<file path="config.mk">
export PLATFORM = sky130hd
export DESIGN_NAME = grid_step_sequencer_top
export DESIGN_NICKNAME = d
export VERILOG_FILES = /design/src/rtl/core/gss_pkg.sv /design/src/rtl/core/gss_div.sv /design/src/rtl/core/gss_datapath.sv /design/src/rtl/core/gss_ctrl.sv /design/src/rtl/core/grid_step_sequencer_top.sv
export SDC_FILE = /design/constraint.sdc
export NUM_CORES = 1
export LEC_CHECK = 0
export ABC_AREA = 1
export BUFFER_PORTS_ARGS = -buffer_cell sky130_fd_sc_hd__buf_2
export CAP_MARGIN = 0
export CORE_MARGIN = 8
export CORE_UTILIZATION = 50
export DETAILED_ROUTE_END_ITERATION = 12
export GPL_TIMING_DRIVEN = 0
export HOLD_SLACK_MARGIN = 0.15
export PLACE_DENSITY = 0.72
export REMOVE_ABC_BUFFERS = 1
export SLEW_MARGIN = 20
export SYNTH_ARGS = -nofsm -noshare
export SYNTH_HDL_FRONTEND = slang
export SYNTH_SLANG_ARGS = --single-unit
</file>
<file path="constraint.sdc">
create_clock -name i_clk -period 9 [get_ports i_clk]
set_clock_uncertainty 0.2 [all_clocks]
set_input_delay 2.7 -clock i_clk [delete_from_list [all_inputs] [get_ports i_clk]]
set_output_delay 2.7 -clock i_clk [all_outputs]
set_load 0.05 [all_outputs]
</file>
<file path="src/rtl/core/gss_pkg.sv">
// Shared types, codes and constants for the grid step sequencer.
`default_nettype none

package gss_pkg;

    // Fixed field widths
    localparam int POT_W     = 12;
    localparam int JOY_W     = 12;
    localparam int BPM_W     = 10;
    localparam int TICK_W    = 8;
    localparam int ROW_W     = 3;
    localparam int COL_W     = 4;
    localparam int KIND_W    = 2;
    localparam int INDEX_W   = 4;
    localparam int DATA_W    = 8;
    localparam int ELAPSED_W = 14;
    localparam int STEPMS_W  = 14;

    // Configuration port
    localparam int CFG_IDX_W  = 3;
    localparam int CFG_DATA_W = 12;

    localparam logic [CFG_IDX_W-1:0] CFG_JOY_HIGH = 3'd0;
    localparam logic [CFG_IDX_W-1:0] CFG_JOY_LOW  = 3'd1;
    localparam logic [CFG_IDX_W-1:0] CFG_BPM_MIN  = 3'd2;
    localparam logic [CFG_IDX_W-1:0] CFG_BPM_MAX  = 3'd3;
    localparam logic [CFG_IDX_W-1:0] CFG_TICK_MS  = 3'd4;

    localparam logic [JOY_W-1:0]  JOY_HIGH_RST = 12'd3000;
    localparam logic [JOY_W-1:0]  JOY_LOW_RST  = 12'd1000;
    localparam logic [BPM_W-1:0]  BPM_MIN_RST  = 10'd60;
    localparam logic [BPM_W-1:0]  BPM_MAX_RST  = 10'd180;
    localparam logic [TICK_W-1:0] TICK_MS_RST  = 8'd10;

    // Grid geometry defaults
    localparam int STEPS_DEF = 16;
    localparam int ROWS_DEF  = 8;

    // Shared divider: two quotient bits per cycle
    localparam int DIV_W     = 22;
    localparam int DSR_W     = 12;
    localparam int DIV_STEPS = DIV_W / 2;
    localparam int DCNT_W    = $clog2(DIV_STEPS);

    localparam logic [DIV_W-1:0] MS_PER_MIN = 22'd60000;
    localparam logic [DSR_W-1:0] POT_FULL   = 12'd4095;
    localparam logic [DSR_W-1:0] ON_DEN     = 12'd3;

    // Item operation codes
    localparam logic OP_SCAN = 1'b0;
    localparam logic OP_TICK = 1'b1;

    typedef enum logic [KIND_W-1:0] {
        KIND_CURSOR   = 2'd0,
        KIND_COLUMN   = 2'd1,
        KIND_NOTE_ON  = 2'd2,
        KIND_NOTE_OFF = 2'd3
    } t_msg_kind;

    typedef enum logic [2:0] {
        DIR_NONE  = 3'd0,
        DIR_RIGHT = 3'd1,
        DIR_LEFT  = 3'd2,
        DIR_UP    = 3'd3,
        DIR_DOWN  = 3'd4
    } t_dir;

    typedef enum logic [1:0] {
        SCAN_START  = 2'd0,
        SCAN_IDLE   = 2'd1,
        SCAN_MOVE   = 2'd2,
        SCAN_UNUSED = 2'd3
    } t_scan_phase;

    typedef enum logic [1:0] {
        SEQ_START  = 2'd0,
        SEQ_ON     = 2'd1,
        SEQ_OFF    = 2'd2,
        SEQ_UNUSED = 2'd3
    } t_seq_phase;

    typedef enum logic [1:0] {
        DIV_TEMPO = 2'd0,
        DIV_STEP  = 2'd1,
        DIV_ON    = 2'd2
    } t_div_sel;

    typedef enum logic [1:0] {
        EMIT_CURSOR = 2'd0,
        EMIT_COLUMN = 2'd1,
        EMIT_NOTE   = 2'd2
    } t_emit_sel;

    typedef enum logic [3:0] {
        ST_IDLE,
        ST_SCAN,
        ST_TEMPO_GO,
        ST_TEMPO_WAIT,
        ST_CUR_MSG,
        ST_COL_MSG,
        ST_TICK_GO,
        ST_STEP_WAIT,
        ST_ON_GO,
        ST_ON_WAIT,
        ST_NOTE_MSG
    } t_state;

    typedef struct packed {
        logic      load;
        logic      scan_upd;
        logic      div_start;
        t_div_sel  div_sel;
        logic      tempo_set;
        logic      step_set;
        logic      tick_upd;
        logic      emit;
        t_emit_sel emit_sel;
        logic      emit_last;
    } t_cmd;

    typedef struct packed {
        logic act;
        logic div_busy;
        logic cur_pend;
        logic col_pend;
        logic note_pend;
        logic slot_free;
    } t_sts;

endpackage

`default_nettype wire

</file>
<file path="src/rtl/core/gss_div.sv">
// Iterative restoring divider, two quotient bits per cycle.
`default_nettype none

module gss_div (
    input  wire logic                      i_clk,
    input  wire logic                      i_rst_n,
    input  wire logic                      i_start,
    input  wire logic [gss_pkg::DIV_W-1:0] i_dividend,
    input  wire logic [gss_pkg::DSR_W-1:0] i_divisor,
    output logic                           o_busy,
    output logic [gss_pkg::DIV_W-1:0]      o_quotient
);
    import gss_pkg::*;

    logic [DSR_W-1:0]  r_rem, n_rem;
    logic [DIV_W-1:0]  r_quo, n_quo;
    logic [DSR_W-1:0]  r_dsr;
    logic [DCNT_W-1:0] r_cnt;
    logic              r_busy;

    always_comb begin
        logic [DSR_W:0] sh;
        n_rem = r_rem;
        n_quo = r_quo;
        for (int k = 0; k < 2; k++) begin
            sh = {n_rem, n_quo[DIV_W-1]};
            if (sh >= {1'b0, r_dsr}) begin
                sh = sh - {1'b0, r_dsr};
                n_quo = {n_quo[DIV_W-2:0], 1'b1};
            end else begin
                n_quo = {n_quo[DIV_W-2:0], 1'b0};
            end
            n_rem = sh[DSR_W-1:0];
        end
    end

    always_ff @(posedge i_clk) begin
        if (!i_rst_n) begin
            r_busy <= 1'b0;
            r_cnt  <= '0;
        end else if (i_start) begin
            r_busy <= 1'b1;
            r_cnt  <= DCNT_W'(DIV_STEPS - 1);
        end else if (r_busy) begin
            if (r_cnt == '0) begin
                r_busy <= 1'b0;
            end else begin
                r_cnt <= r_cnt - 1'b1;
            end
        end
    end

    always_ff @(posedge i_clk) begin
        if (i_start) begin
            r_rem <= '0;
            r_quo <= i_dividend;
            r_dsr <= i_divisor;
        end else if (r_busy) begin
            r_rem <= n_rem;
            r_quo <= n_quo;
        end
    end

    assign o_busy     = r_busy;
    assign o_quotient = r_quo;

endmodule

`default_nettype wire

</file>
<file path="src/rtl/core/gss_datapath.sv">
// Datapath: config registers, cursor and grid state, tempo, playback timing, output beat.
`default_nettype none

module gss_datapath #(
    parameter int STEPS = gss_pkg::STEPS_DEF,
    parameter int ROWS  = gss_pkg::ROWS_DEF
) (
    input  wire logic                           i_clk,
    input  wire logic                           i_rst_n,
    input  wire logic                           i_cfg_we,
    input  wire logic [gss_pkg::CFG_IDX_W-1:0]  i_cfg_index,
    input  wire logic [gss_pkg::CFG_DATA_W-1:0] i_cfg_data,
    input  wire logic                           i_operation,
    input  wire logic [gss_pkg::POT_W-1:0]      i_pot_level,
    input  wire logic [gss_pkg::JOY_W-1:0]      i_joy_x,
    input  wire logic [gss_pkg::JOY_W-1:0]      i_joy_y,
    input  wire logic                           i_button_level,
    input  wire gss_pkg::t_cmd                  i_cmd,
    output gss_pkg::t_sts                       o_sts,
    input  wire logic                           i_out_stall,
    output logic                                o_out_valid,
    output logic [gss_pkg::KIND_W-1:0]          o_msg_kind,
    output logic [gss_pkg::INDEX_W-1:0]         o_msg_index,
    output logic [gss_pkg::DATA_W-1:0]          o_msg_data,
    output logic                                o_last_msg
);
    import gss_pkg::*;

    // Configuration
    logic [JOY_W-1:0]  r_joy_high, r_joy_low;
    logic [BPM_W-1:0]  r_bpm_min, r_bpm_max;
    logic [TICK_W-1:0] r_tick_ms;

    // Captured item
    logic             r_op;
    logic [POT_W-1:0] r_pot;
    logic [JOY_W-1:0] r_x, r_y;
    logic             r_btn;

    // Editing state
    t_scan_phase      r_scan_phase, n_scan_phase;
    logic             r_prev_btn;
    t_dir             r_last_dir, scan_dir;
    logic [ROW_W-1:0] r_row, n_row;
    logic [COL_W-1:0] r_col, n_col;
    logic [STEPS-1:0] r_grid [ROWS];
    logic [COL_W-1:0] r_col_idx;
    logic             r_cur_pend, r_col_pend, r_note_pend;
    logic             scan_act, scan_move, scan_press;
    logic [DIV_W-1:0] r_prod;
    logic [BPM_W-1:0] span;

    // Tempo and playback
    logic [BPM_W-1:0]     r_tempo, n_tempo, tempo_eff;
    logic [BPM_W:0]       tempo_sum;
    t_seq_phase           r_seq_phase, n_seq_phase;
    logic [COL_W-1:0]     r_play_step, n_play_step;
    logic [ELAPSED_W-1:0] r_elapsed, n_elapsed;
    logic [ELAPSED_W:0]   elapsed_sum;
    logic [STEPMS_W-1:0]  r_step_ms, on_ms, off_ms;
    logic                 tick_fire;
    t_msg_kind            r_note_kind;

    // Divider
    logic [DIV_W-1:0] div_dividend, div_quo;
    logic [DSR_W-1:0] div_divisor;
    logic             div_busy;

    // Output beat
    logic                r_out_valid;
    t_msg_kind           r_kind;
    logic [INDEX_W-1:0]  r_index;
    logic [DATA_W-1:0]   r_data;
    logic                r_last;
    logic [COL_W-1:0]    mask_addr;
    logic [DATA_W-1:0]   col_mask;

    // ---------------- configuration ----------------
    always_ff @(posedge i_clk) begin
        if (!i_rst_n) begin
            r_joy_high <= JOY_HIGH_RST;
            r_joy_low  <= JOY_LOW_RST;
            r_bpm_min  <= BPM_MIN_RST;
            r_bpm_max  <= BPM_MAX_RST;
            r_tick_ms  <= TICK_MS_RST;
        end else if (i_cfg_we) begin
            unique case (i_cfg_index)
                CFG_JOY_HIGH: r_joy_high <= i_cfg_data[JOY_W-1:0];
                CFG_JOY_LOW:  r_joy_low  <= i_cfg_data[JOY_W-1:0];
                CFG_BPM_MIN:  r_bpm_min  <= i_cfg_data[BPM_W-1:0];
                CFG_BPM_MAX:  r_bpm_max  <= i_cfg_data[BPM_W-1:0];
                CFG_TICK_MS:  r_tick_ms  <= i_cfg_data[TICK_W-1:0];
                default: ;
            endcase
        end
    end

    always_ff @(posedge i_clk) begin
        if (i_cmd.load) begin
            r_op  <= i_operation;
            r_pot <= i_pot_level;
            r_x   <= i_joy_x;
            r_y   <= i_joy_y;
            r_btn <= i_button_level;
        end
    end

    // ---------------- scan logic ----------------
    always_comb begin
        if (r_x > r_joy_high) begin
            scan_dir = DIR_RIGHT;
        end else if (r_x < r_joy_low) begin
            scan_dir = DIR_LEFT;
        end else if (r_y > r_joy_high) begin
            scan_dir = DIR_UP;
        end else if (r_y < r_joy_low) begin
            scan_dir = DIR_DOWN;
        end else begin
            scan_dir = DIR_NONE;
        end

        scan_act     = 1'b1;
        n_scan_phase = r_scan_phase;
        unique case (r_scan_phase)
            SCAN_START: n_scan_phase = SCAN_IDLE;
            SCAN_IDLE: begin
                if (scan_dir != DIR_NONE) n_scan_phase = SCAN_MOVE;
            end
            SCAN_MOVE: begin
                if (scan_dir == DIR_NONE) n_scan_phase = SCAN_IDLE;
            end
            SCAN_UNUSED: begin
                n_scan_phase = SCAN_START;
                scan_act     = 1'b0;
            end
            default: n_scan_phase = SCAN_START;
        endcase

        scan_move = scan_act && (n_scan_phase == SCAN_MOVE) && (scan_dir != r_last_dir);

        n_row = r_row;
        n_col = r_col;
        if (scan_move) begin
            case (scan_dir)
                DIR_RIGHT: n_col = ({1'b0, r_col} + 1'b1 == (COL_W+1)'(STEPS)) ? '0
                                                                            : r_col + 1'b1;
                DIR_LEFT:  n_col = (r_col == '0) ? COL_W'(STEPS - 1) : r_col - 1'b1;
                DIR_UP:    n_row = (r_row == '0) ? ROW_W'(ROWS - 1) : r_row - 1'b1;
                DIR_DOWN:  n_row = ({1'b0, r_row} + 1'b1 == (ROW_W+1)'(ROWS)) ? '0
                                                                           : r_row + 1'b1;
                default: ;
            endcase
        end

        scan_press = !r_btn && r_prev_btn;
        span       = (r_bpm_max >= r_bpm_min) ? (r_bpm_max - r_bpm_min) : '0;
    end

    always_ff @(posedge i_clk) begin
        if (!i_rst_n) begin
            r_scan_phase <= SCAN_START;
            r_prev_btn   <= 1'b1;
            r_last_dir   <= DIR_NONE;
            r_row        <= '0;
            r_col        <= '0;
            r_cur_pend   <= 1'b0;
            r_col_pend   <= 1'b0;
        end else if (i_cmd.load) begin
            r_cur_pend <= 1'b0;
            r_col_pend <= 1'b0;
        end else if (i_cmd.scan_upd) begin
            r_scan_phase <= n_scan_phase;
            r_prev_btn   <= r_btn;
            r_last_dir   <= scan_dir;
            r_row        <= n_row;
            r_col        <= n_col;
            r_cur_pend   <= scan_move;
            r_col_pend   <= scan_press;
        end
    end

    always_ff @(posedge i_clk) begin
        if (i_cmd.scan_upd) begin
            r_col_idx <= n_col;
            r_prod    <= {{(DIV_W-POT_W){1'b0}}, r_pot} * {{(DIV_W-BPM_W){1'b0}}, span};
        end
    end

    // Grid: one toggle per button press, at the cursor after this scan's move
    always_ff @(posedge i_clk) begin
        if (!i_rst_n) begin
            for (int r = 0; r < ROWS; r++) r_grid[r] <= '0;
        end else if (i_cmd.scan_upd && scan_press) begin
            for (int r = 0; r < ROWS; r++) begin
                for (int c = 0; c < STEPS; c++) begin
                    if (ROW_W'(r) == n_row && COL_W'(c) == n_col) begin
                        r_grid[r][c] <= ~r_grid[r][c];
                    end
                end
            end
        end
    end

    // Row mask of one column
    assign mask_addr = (i_cmd.emit_sel == EMIT_COLUMN) ? r_col_idx : r_play_step;

    always_comb begin
        col_mask = '0;
        for (int r = 0; r < ROWS; r++) begin
            for (int c = 0; c < STEPS; c++) begin
                if (COL_W'(c) == mask_addr) col_mask[r] = r_grid[r][c];
            end
        end
    end

    // ---------------- divider ----------------
    assign tempo_eff = (r_tempo == '0) ? BPM_W'(1) : r_tempo;

    always_comb begin
        case (i_cmd.div_sel)
            DIV_TEMPO: begin
                div_dividend = r_prod;
                div_divisor  = POT_FULL;
            end
            DIV_STEP: begin
                div_dividend = MS_PER_MIN;
                div_divisor  = {{(DSR_W-BPM_W){1'b0}}, tempo_eff};
            end
            default: begin
                div_dividend = {{(DIV_W-STEPMS_W-1){1'b0}}, r_step_ms, 1'b0};
                div_divisor  = ON_DEN;
            end
        endcase
    end

    gss_div u_div (
        .i_clk      (i_clk),
        .i_rst_n    (i_rst_n),
        .i_start    (i_cmd.div_start),
        .i_dividend (div_dividend),
        .i_divisor  (div_divisor),
        .o_busy     (div_busy),
        .o_quotient (div_quo)
    );

    // ---------------- tempo ----------------
    always_comb begin
        tempo_sum = {1'b0, r_bpm_min} + {1'b0, div_quo[BPM_W-1:0]};
        n_tempo   = (tempo_sum == '0) ? BPM_W'(1) : tempo_sum[BPM_W-1:0];
    end

    always_ff @(posedge i_clk) begin
        if (!i_rst_n) begin
            r_tempo <= BPM_MIN_RST;
        end else if (i_cmd.tempo_set) begin
            r_tempo <= n_tempo;
        end
    end

    always_ff @(posedge i_clk) begin
        if (i_cmd.step_set) r_step_ms <= div_quo[STEPMS_W+1:2];
    end

    // ---------------- playback ----------------
    always_comb begin
        on_ms       = div_quo[STEPMS_W-1:0];
        off_ms      = r_step_ms - on_ms;
        elapsed_sum = {1'b0, r_elapsed} + {{(ELAPSED_W+1-TICK_W){1'b0}}, r_tick_ms};

        n_seq_phase = r_seq_phase;
        n_elapsed   = r_elapsed;
        n_play_step = r_play_step;
        tick_fire   = 1'b0;
        unique case (r_seq_phase)
            SEQ_START: begin
                n_seq_phase = SEQ_ON;
                n_elapsed   = '0;
                tick_fire   = 1'b1;
            end
            SEQ_ON: begin
                if (elapsed_sum >= {1'b0, on_ms}) begin
                    n_elapsed   = '0;
                    n_seq_phase = SEQ_OFF;
                    tick_fire   = 1'b1;
                end else begin
                    n_elapsed = elapsed_sum[ELAPSED_W-1:0];
                end
            end
            SEQ_OFF: begin
                if (elapsed_sum >= {1'b0, off_ms}) begin
                    n_elapsed   = '0;
                    n_seq_phase = SEQ_ON;
                    tick_fire   = 1'b1;
                    n_play_step = ({1'b0, r_play_step} + 1'b1 == (COL_W+1)'(STEPS)) ? '0
                                                                      : r_play_step + 1'b1;
                end else begin
                    n_elapsed = elapsed_sum[ELAPSED_W-1:0];
                end
            end
            SEQ_UNUSED: n_seq_phase = SEQ_START;
            default:    n_seq_phase = SEQ_START;
        endcase
    end

    always_ff @(posedge i_clk) begin
        if (!i_rst_n) begin
            r_seq_phase <= SEQ_START;
            r_elapsed   <= '0;
            r_play_step <= '0;
            r_note_pend <= 1'b0;
        end else if (i_cmd.load) begin
            r_note_pend <= 1'b0;
        end else if (i_cmd.tick_upd) begin
            r_seq_phase <= n_seq_phase;
            r_elapsed   <= n_elapsed;
            r_play_step <= n_play_step;
            r_note_pend <= tick_fire;
        end
    end

    always_ff @(posedge i_clk) begin
        if (i_cmd.tick_upd) begin
            r_note_kind <= (n_seq_phase == SEQ_ON) ? KIND_NOTE_ON : KIND_NOTE_OFF;
        end
    end

    // ---------------- output beat ----------------
    always_ff @(posedge i_clk) begin
        if (!i_rst_n) begin
            r_out_valid <= 1'b0;
        end else if (i_cmd.emit) begin
            r_out_valid <= 1'b1;
        end else if (!i_out_stall) begin
            r_out_valid <= 1'b0;
        end
    end

    always_ff @(posedge i_clk) begin
        if (i_cmd.emit) begin
            r_last <= i_cmd.emit_last;
            case (i_cmd.emit_sel)
                EMIT_CURSOR: begin
                    r_kind  <= KIND_CURSOR;
                    r_index <= {{(INDEX_W-ROW_W){1'b0}}, r_row};
                    r_data  <= {{(DATA_W-COL_W){1'b0}}, r_col};
                end
                EMIT_COLUMN: begin
                    r_kind  <= KIND_COLUMN;
                    r_index <= r_col_idx;
                    r_data  <= col_mask;
                end
                default: begin
                    r_kind <= r_note_kind;
                    if (r_note_kind == KIND_NOTE_ON) begin
                        r_index <= r_play_step;
                        r_data  <= col_mask;
                    end else begin
                        r_index <= '0;
                        r_data  <= '0;
                    end
                end
            endcase
        end
    end

    assign o_out_valid = r_out_valid;
    assign o_msg_kind  = r_kind;
    assign o_msg_index = r_index;
    assign o_msg_data  = r_data;
    assign o_last_msg  = r_last;

    // Status to the controller
    always_comb begin
        o_sts.act       = (r_scan_phase != SCAN_UNUSED) && (r_op == OP_SCAN);
        o_sts.div_busy  = div_busy;
        o_sts.cur_pend  = r_cur_pend;
        o_sts.col_pend  = r_col_pend;
        o_sts.note_pend = r_note_pend;
        o_sts.slot_free = !r_out_valid || !i_out_stall;
    end

endmodule

`default_nettype wire

</file>
<file path="src/rtl/core/gss_ctrl.sv">
// Controller state machine: sequences scan and tick items through the datapath.
`default_nettype none

module gss_ctrl (
    input  wire logic          i_clk,
    input  wire logic          i_rst_n,
    input  wire logic          i_in_valid,
    input  wire logic          i_operation,
    output logic               o_in_stall,
    input  wire gss_pkg::t_sts i_sts,
    output gss_pkg::t_cmd      o_cmd
);
    import gss_pkg::*;

    t_state r_state, n_state;

    always_ff @(posedge i_clk) begin
        if (!i_rst_n) begin
            r_state <= ST_IDLE;
        end else begin
            r_state <= n_state;
        end
    end

    always_comb begin
        n_state    = r_state;
        o_cmd      = '0;
        o_in_stall = 1'b1;

        unique case (r_state)
            ST_IDLE: begin
                o_in_stall = 1'b0;
                if (i_in_valid) begin
                    o_cmd.load = 1'b1;
                    n_state    = (i_operation == OP_TICK) ? ST_TICK_GO : ST_SCAN;
                end
            end
            ST_SCAN: begin
                o_cmd.scan_upd = 1'b1;
                n_state        = i_sts.act ? ST_TEMPO_GO : ST_CUR_MSG;
            end
            ST_TEMPO_GO: begin
                o_cmd.div_start = 1'b1;
                o_cmd.div_sel   = DIV_TEMPO;
                n_state         = ST_TEMPO_WAIT;
            end
            ST_TEMPO_WAIT: begin
                o_cmd.div_sel = DIV_TEMPO;
                if (!i_sts.div_busy) begin
                    o_cmd.tempo_set = 1'b1;
                    n_state         = ST_CUR_MSG;
                end
            end
            ST_CUR_MSG: begin
                o_cmd.emit_sel = EMIT_CURSOR;
                if (!i_sts.cur_pend) begin
                    n_state = ST_COL_MSG;
                end else if (i_sts.slot_free) begin
                    o_cmd.emit      = 1'b1;
                    o_cmd.emit_last = !i_sts.col_pend;
                    n_state         = i_sts.col_pend ? ST_COL_MSG : ST_IDLE;
                end
            end
            ST_COL_MSG: begin
                o_cmd.emit_sel = EMIT_COLUMN;
                if (!i_sts.col_pend) begin
                    n_state = ST_IDLE;
                end else if (i_sts.slot_free) begin
                    o_cmd.emit      = 1'b1;
                    o_cmd.emit_last = 1'b1;
                    n_state         = ST_IDLE;
                end
            end
            ST_TICK_GO: begin
                o_cmd.div_start = 1'b1;
                o_cmd.div_sel   = DIV_STEP;
                n_state         = ST_STEP_WAIT;
            end
            ST_STEP_WAIT: begin
                o_cmd.div_sel = DIV_STEP;
                if (!i_sts.div_busy) begin
                    o_cmd.step_set = 1'b1;
                    n_state        = ST_ON_GO;
                end
            end
            ST_ON_GO: begin
                o_cmd.div_start = 1'b1;
                o_cmd.div_sel   = DIV_ON;
                n_state         = ST_ON_WAIT;
            end
            ST_ON_WAIT: begin
                o_cmd.div_sel = DIV_ON;
                if (!i_sts.div_busy) begin
                    o_cmd.tick_upd = 1'b1;
                    n_state        = ST_NOTE_MSG;
                end
            end
            ST_NOTE_MSG: begin
                o_cmd.emit_sel = EMIT_NOTE;
                if (!i_sts.note_pend) begin
                    n_state = ST_IDLE;
                end else if (i_sts.slot_free) begin
                    o_cmd.emit      = 1'b1;
                    o_cmd.emit_last = 1'b1;
                    n_state         = ST_IDLE;
                end
            end
            default: n_state = ST_IDLE;
        endcase
    end

endmodule

`default_nettype wire

</file>
<file path="src/rtl/core/grid_step_sequencer_top.sv">
// Grid step sequencer: note grid editor with a tempo-driven playback sequencer.
//
// Input channel (i_in_valid / o_in_stall): one beat per item. Operation 0 is a
// scan carrying pot, joystick and button samples; operation 1 is a playback tick.
// Output channel (o_out_valid / i_out_stall): up to two message beats per item,
// o_last_msg marks the final beat of an item. An item with no message leaves
// nothing on the output.
// Config: i_cfg_we writes i_cfg_data into register i_cfg_index (0 joy_high,
// 1 joy_low, 2 bpm_min, 3 bpm_max, 4 tick_ms); unknown indexes are dropped.
// Timing: items are handled one at a time. Scans and ticks wait on the shared
// 22-bit divider, which retires two quotient bits a cycle: one divide for a
// scan's tempo, two for a tick's note lengths. The next item is accepted the
// cycle after an item's last message is loaded.
// o_in_stall stays high until the item's last message is loaded in the output
// register, so a stalled receiver holds off the next item at that point.
// Reset (synchronous, active low) clears the grid, cursor, playback position
// and restores the register defaults; no clearing pass is needed.
`default_nettype none

module grid_step_sequencer_top #(
    parameter int STEPS = gss_pkg::STEPS_DEF,
    parameter int ROWS  = gss_pkg::ROWS_DEF
) (
    input  wire logic                           i_clk,
    input  wire logic                           i_rst_n,
    input  wire logic                           i_cfg_we,
    input  wire logic [gss_pkg::CFG_IDX_W-1:0]  i_cfg_index,
    input  wire logic [gss_pkg::CFG_DATA_W-1:0] i_cfg_data,
    input  wire logic                           i_in_valid,
    output logic                                o_in_stall,
    input  wire logic                           i_operation,
    input  wire logic [gss_pkg::POT_W-1:0]      i_pot_level,
    input  wire logic [gss_pkg::JOY_W-1:0]      i_joy_x,
    input  wire logic [gss_pkg::JOY_W-1:0]      i_joy_y,
    input  wire logic                           i_button_level,
    output logic                                o_out_valid,
    input  wire logic                           i_out_stall,
    output logic [gss_pkg::KIND_W-1:0]          o_msg_kind,
    output logic [gss_pkg::INDEX_W-1:0]         o_msg_index,
    output logic [gss_pkg::DATA_W-1:0]          o_msg_data,
    output logic                                o_last_msg
);
    import gss_pkg::*;

    t_cmd cmd;
    t_sts sts;

    gss_ctrl u_ctrl (
        .i_clk       (i_clk),
        .i_rst_n     (i_rst_n),
        .i_in_valid  (i_in_valid),
        .i_operation (i_operation),
        .o_in_stall  (o_in_stall),
        .i_sts       (sts),
        .o_cmd       (cmd)
    );

    gss_datapath #(
        .STEPS (STEPS),
        .ROWS  (ROWS)
    ) u_datapath (
        .i_clk          (i_clk),
        .i_rst_n        (i_rst_n),
        .i_cfg_we       (i_cfg_we),
        .i_cfg_index    (i_cfg_index),
        .i_cfg_data     (i_cfg_data),
        .i_operation    (i_operation),
        .i_pot_level    (i_pot_level),
        .i_joy_x        (i_joy_x),
        .i_joy_y        (i_joy_y),
        .i_button_level (i_button_level),
        .i_cmd          (cmd),
        .o_sts          (sts),
        .i_out_stall    (i_out_stall),
        .o_out_valid    (o_out_valid),
        .o_msg_kind     (o_msg_kind),
        .o_msg_index    (o_msg_index),
        .o_msg_data     (o_msg_data),
        .o_last_msg     (o_last_msg)
    );

endmodule

`default_nettype wire

</file>
* Word-level counts from Yosys, hierarchy flattened *
Memory sizes are Yosys's and may differ from the RTL's.
Cells that the tools add are included.

word-level totals
  register bits after elaboration = 249
  bits in writable memories = 128
  output and inout bits = 17
  memories = 1

cells by class
  add/subtract/negate cells = 15
  $mul = 1
  magnitude comparators = 9
  equal/unequal tests = 78
  muxes and demuxes = 851
  bitwise logic cells = 260
  reduce and logical (&&, ||, !) cells = 173

memories
  memory             words  bits a word  rd ports  clocked after Yosys merged registers in  wr ports  line                text
  u_datapath.r_grid  8      16           8         0                                        8         gss_datapath.sv:46  logic [STEPS-1:0] r_grid [ROWS];

operator list
  cell                count
  $mux 1              795
  $logic_and 1x1->1   133
  $not 1->1           132
  $or 1x1->1          128
  $mux 4              18
  $eq 4x4->1 const A  16
  $mux 22             2
  $pmux 22 s2         1
  $pmux 4 s11         1
  $pmux 14 s3         1
  $eq 3x4->1 const A  8
  $ge 15x14->1        2
  $mux 10             3
  $mux 3              10
  $mux 14             2
  $ge 13x12->1        2
  $gt 12x12->1        2
  $lt 12x12->1        2
  $mux 12             2
  $pmux 12 s2         1
  $sub 12x12->12      2
  $mul 12x10->22      1
  $logic_not 4->1     5
  $reduce_and 2->1    9
  52 further kinds    109

* Depth between registers and ports, before layout *
  word-level depth = 26
  gate-level depth with buffers = 42
  depth with buffers taken out = 42

* By module *
A second synthesis with hierarchy kept.

second synthesis, totals
  cell total of the unflattened synthesis = 3415
  area total of the unflattened synthesis = 26987.1 µm²

modules (own cells, without submodules)
  module        times used  cells each  area an instance (µm²)
  gss_datapath  1           2810        22758.1
  gss_div       1           510         3724.8
  gss_ctrl      1           95          504.2

* Least setup slack after synthesis *
No wires, ideal clock.

  path kind = register to register
  start point = register u_datapath.r_bpm_max[0]
  end point = register u_datapath.r_prod[21] (data pin)
  library setup time = 0.260 ns
  arrival = 6.640 ns
  data required time = 8.540 ns
  setup slack = 1.900 ns
  cell stages (with the launch flop) = 39
  path buffers = 0
  period minus slack after synthesis = 7.100 ns
  cells stage by stage = dfxtp_1 -> inv_1 -> ha_1 -> inv_1 -> fa_1 -> a21oi_1 -> nor2_1 -> nor2_1 -> nor2_1 -> a211oi_1 -> nor2_1 -> inv_1 -> o311ai_0 -> a21oi_1 -> inv_2 -> nand3_1 -> nor2_1 -> fa_1 -> [3 not listed] -> inv_1 -> fa_1 -> inv_1 -> fa_1 -> inv_1 -> ha_1 -> a21oi_1 -> o21a_1 -> nand2_1 -> a21oi_1 -> o21ai_0 -> nand2_1 -> nand2_1 -> nand2_1 -> nand2_1 -> a21oi_1 -> o21ai_0 -> xnor2_1

between the ends
  cells in the longest elaborated chain, start to end = 3
  elaborated cells on any way between the ends = 4
  those cells by class = add/sub (1); mul (1); order compare (1); mux (1)

ends and longest elaborated chain
  element                                         line                 text
  from (decl)                                     gss_datapath.sv:31   logic [BPM_W-1:0] r_bpm_min, r_bpm_max;
  from (signal assigned)                          gss_datapath.sv:91   CFG_BPM_MAX: r_bpm_max <= i_cfg_data[BPM_W-1:0];
  $sub 10x10->10 or $ge 10x10->1 (tied branches)  gss_datapath.sv:156  span = (r_bpm_max >= r_bpm_min) ? (r_bpm_max - r_bpm_min) : '0;
  $mux 10 *                                       gss_datapath.sv:156
  $mul 12x10->22 *                                gss_datapath.sv:185  r_prod <= {{(DIV_W-POT_W){1'b0}}, r_pot} * {{(DIV_W-BPM_W){1'b0}}, span};
  to (signal assigned)                            gss_datapath.sv:185
  to (decl)                                       gss_datapath.sv:50   logic [DIV_W-1:0] r_prod;

Mark *: on every way between the ends. The rest lies on a longest branch, timed or not.
A chain may end at the register's enable or synchronous reset.

* Worst setup path after layout *
  start point = register u_datapath.r_bpm_min[0]
  end point = register u_datapath.r_prod[21] (data pin)

between the ends
  cells in the longest elaborated chain, start to end = 3
  elaborated cells on any way between the ends = 4
  those cells by class = add/sub (1); mul (1); order compare (1); mux (1)

ends and longest elaborated chain
  element                                         line                 text
  from (decl)                                     gss_datapath.sv:31
  from (signal assigned)                          gss_datapath.sv:90   CFG_BPM_MIN: r_bpm_min <= i_cfg_data[BPM_W-1:0];
  $sub 10x10->10 or $ge 10x10->1 (tied branches)  gss_datapath.sv:156
  $mux 10 *                                       gss_datapath.sv:156
  $mul 12x10->22 *                                gss_datapath.sv:185

Marked as above.

==> key figures <==
Synthesis
  • Register area share after synthesis: 38.8%
  • Largest family of logic cells by synthesized area: simple AND/OR/NAND/NOR gates
  • Synth Flop Type: edfxtp_1
  • Syn Inst Count: 3,217
  • Syn Area/Cell: ~8 µm²
  • Post-Synth XOR/XNOR Area: roughly 2.6%
  • Mux contribution to synthesized area: 0%
  • Mapped cell area: around 0.026 mm²
  • Yosys warnings: 0
  • Area leader, netlist: edfxtp_1
  • Yosys reg bits: ~380
  • Synth top area cells: edfxtp_1 30%, nand2_1 12%, ha_1 10%, dfxtp_1 9.3%, fa_1 6.5%
  • Compound-gate portion of the synthesized area: under 10%
  • Share of the synthesized area in the top cell type: between 20% and 30%
  • Post-Synth Adder-Cell Area: 16.6%
  • Library cells used by synthesis: 49
  • Post-synth ARST share: 0%
  • EDFF count, synth: ~260
  • Post-synthesis simple-gate area fraction: between 20 and 25%

Route
  • Via count: 21.0k
  • DRC viols: 0
  • DR pass1 iterations: 6
  • Post-route ant nets: 0
  • Routed WL per cell: ~16 µm
  • DR iter-0 viols: 1,538
  • Total Wirelength: about 63,000 µm
  • Vias/cell: between 5 and 6

STA
  • Fin crit share: around nine tenths
  • Final Max Slew Viols: 0
  • Slew headroom: 28.2%
  • Actual slew at the worst max-slew pin: between 1 and 1.5 ns
  • Worst hold slack: about 0.26 ns
  • Worst Slack Setup Final: around 1.1 ns
  • Fin. Hold Viols: 0
  • Final setup fails: 0
  • Total negative setup slack: 0 ns
  • RSZ-0062 raised after global routing: no
  • Final worst path period need: slightly below 8 ns
  • Peak Freq: approximately 0.13 GHz

Setup path
  • Critical Path End Type: register
  • Critical Path Slowest Stage Cell: fa_1
  • CP required: between 9 and 10 ns
  • Crit Path Max Fanout: 9
  • Number of cells on the worst reg-to-reg path: 37
  • Most common cell on crit path: nand2_1
  • FF-to-FF setup slack: between 1 and 1.5 ns
  • Worst Setup EP: u_datapath.r_prod[21]$_DFFE_PN_
  • R2r endpoint: u_datapath.r_prod[21]$_DFFE_PN_
  • Crit. Startpoint: u_datapath.r_bpm_min[0]$_SDFFE_PN0P_
  • CP max stage delay: approximately 0.54 ns
  • WP data arrival: 8.07 ns
  • CP startpoint kind: register
  • WS Path Type: register to register
  • Worst r2r src: u_datapath.r_bpm_min[0]$_SDFFE_PN0P_

Global route
  • Wire length of the first global-routing pass: between 100,000 and 150,000 µm
  • Vias in the first global route: around 20k
  • Initial antenna violation count: 0
  • GRT Total Usage: a little over a fifth
  • Gr ovfl total: 0
  • Largest net degree at the start of global routing: approximately 140

Hold path
  • Worst Hold Class: register to register

Layout
  • Most common cell after layout, fill and taps aside: nand2_1
  • Non-Filler Cell Area, Final: between 0.02 and 0.03 mm²
  • Most frequent cells in the layout: 841 x nand2_1, 421 x inv_1, 378 x nor2_1
  • Area delta synth->final: 10.2%
  • Layout cell share with drive strength beyond 1: 9.17%
  • Nets: about 3.6k

Placed design
  • Pre-CTS WS: about 1.1 ns
  • Routability Congestion: slightly above 0.9
  • Dpl hpwl: about 47,000 µm
  • I/O Buffers: 74
  • Post-place instance area: between 0.02 and 0.03 mm²

Power
  • Cell leakage power: 13.1 nW
  • Switching Fraction: between 40% and 50%
  • Combinational share of power: about half
  • Pwr Density: roughly 320 mW/mm²
  • Psw: between 0.003 and 0.004 W
  • Seq pwr share: between 20% and 30%
  • Pint: around 0.0052 W
  • Peak supply drop: roughly 340 µV
  • Power, Total: 0.00919 W
  • Clock power share: a little over a fifth

Clock network
  • Post-cts resize count: 0
  • TritonCTS clock tree: built
  • Cts hold-fix bufs: 0
  • Setup bufs post-CTS: 0
  • Max Root-Sink Buffers: 3
  • Num CTS Buffers: between 40 and 50
  • Clock transition at path regs: 0.06 ns
  • TritonCTS Sinks: around 380
  • Root buf cell: clkbuf_16
  • Clk_lat worst skew: around 0.58 ns
  • CTS H-Tree Depth: 2

Floorplanning
  • Site row count: 83
  • Die width: 244 µm
  • Placeable core area: a little over 0.05 mm²
  • Die height: roughly 240 µm
  • Die outline area: slightly below 0.06 mm²
  • Initial Util: between 50% and 60%
  • I/O pin cnt: 75

Outcome
  • Status: completed

Flow run
  • Max Cap Viol: 0
power by group through the flow:
stage / registers, W / logic, W / clock network [W]
after floorplan: 0.00250 / 0.00360 / 0
after global placement: 0.00257 / 0.00457 / 0
after detailed placement: 0.00256 / 0.00470 / 0
after CTS: 0.00253 / 0.00475 / 0.00195
after global routing: 0.00257 / 0.00544 / 0.00201
final: 0.00254 / 0.00474 / 0.00192
synth_stat cells, types with 7 or more instances:
cell and number:
xnor2_1 29, a31oi_1 9, o221ai_1 10, dfxtp_1 120, or2_2 75, nor2_1 381
o21bai_1 8, nor2_2 9, edfxtp_1 255, o21ai_1 10, nand3b_1 7, ha_1 209
fa_1 84, nand2_2 18, nand2_1 841, a21oi_1 176, nor3_1 19, nand3_1 89
inv_1 421, clkbuf_1 58, clkinv_1 8, a21o_1 8, a22o_1 8, inv_2 17
nand4_1 44, xor2_1 49, nor2_4 20, o21ai_0 140, o211ai_1 38
metal layers:
metal | routed length [µm] | track usage (%) | up-vias
met5 | 0 | 0 | -
met4 | 1670 | 6.19 | 0
met3 | 3800 | 3.30 | 122
met2 | 28800 | 34.0 | 566
met1 | 29000 | 28.9 | 9752
li1 | - | - | 10572
registers in the layout (all words and copies together) (netlist names), 10 cells and up:
register	count
u_datapath.r_grid	128
u_datapath.r_prod	22
u_datapath.u_div.o_quotient	22
u_datapath.r_elapsed	14
u_datapath.r_step_ms	14
u_datapath.r_joy_high	12
u_datapath.r_joy_low	12
u_datapath.r_pot	12
u_datapath.r_x	12
u_datapath.r_y	12
u_datapath.u_div.r_rem	12
u_datapath.u_div.r_dsr	11
u_datapath.r_bpm_max	10
u_datapath.r_bpm_min	10
u_datapath.r_tempo	10
final cells by class:
class / count / area (µm²)
Antenna cell: 1 / 2.50
Clock buffer: 54 / 1190
Clock inverter: 26 / 355
Fill cell: 4724 / 22700
Inverter: 446 / 1680
Multi-Input combinational cell: 2322 / 13900
Sequential cell: 375 / 10100
Tap cell: 680 / 851
Timing Repair Buffer: 80 / 494
how the worst min path moves through the flow:
stage / start / end / slack [ns] / cells after the start
after CTS: u_datapath.u_div.o_quotient[12]$_DFFE_PP_ / u_datapath.r_step_ms[10]$_DFFE_PP_ / 0.25 / 0
after global placement: u_datapath.u_div.o_quotient[12]$_DFFE_PP_ / u_datapath.r_step_ms[10]$_DFFE_PP_ / 0.23 / 0
after global routing: u_datapath.u_div.o_quotient[12]$_DFFE_PP_ / u_datapath.r_step_ms[10]$_DFFE_PP_ / 0.27 / 0
after floorplan: u_datapath.u_div.r_rem[11]$_SDFFE_PN0P_ / u_datapath.u_div.r_rem[11]$_SDFFE_PN0P_ / 0.23 / 2
final: u_datapath.u_div.r_rem[11]$_SDFFE_PN0P_ / u_datapath.u_div.r_rem[11]$_SDFFE_PN0P_ / 0.26 / 2
after detailed placement: u_datapath.u_div.o_quotient[11]$_DFFE_PP_ / u_datapath.r_step_ms[9]$_DFFE_PP_ / 0.24 / 0
cell families (layout without fill, tap and decap cells):
kind of cell	count (synthesis)	count (layout)
xor gates and xnor gates	78	78
adders and majority gates	293	293
other	0	1
and+or+nand+nor	1516	1516
AOI/OAI and AO/OA	435	435
DFF	375	375
buffers and inverters	520	606
worst max-delay path, delay by kind of cell (launching register included):
kind | cells | cell delay (ns)
fa+ha+maj | 8 | 3.27
compound gates | 10 | 1.73
simple gates | 11 | 1.14
buf+inv | 7 | 0.78
flops | 1 | 0.40
xor+xnor | 1 | 0.15
metrics by stage:
stage,utilization (%),std cells
after floorplan,-,3143
after global placement,52.3,3897
after detailed placement,52.7,3903
after CTS,55.7,3983
after global routing,55.7,3983
final,55.7,3984
(Power assumes the default switching activity.)
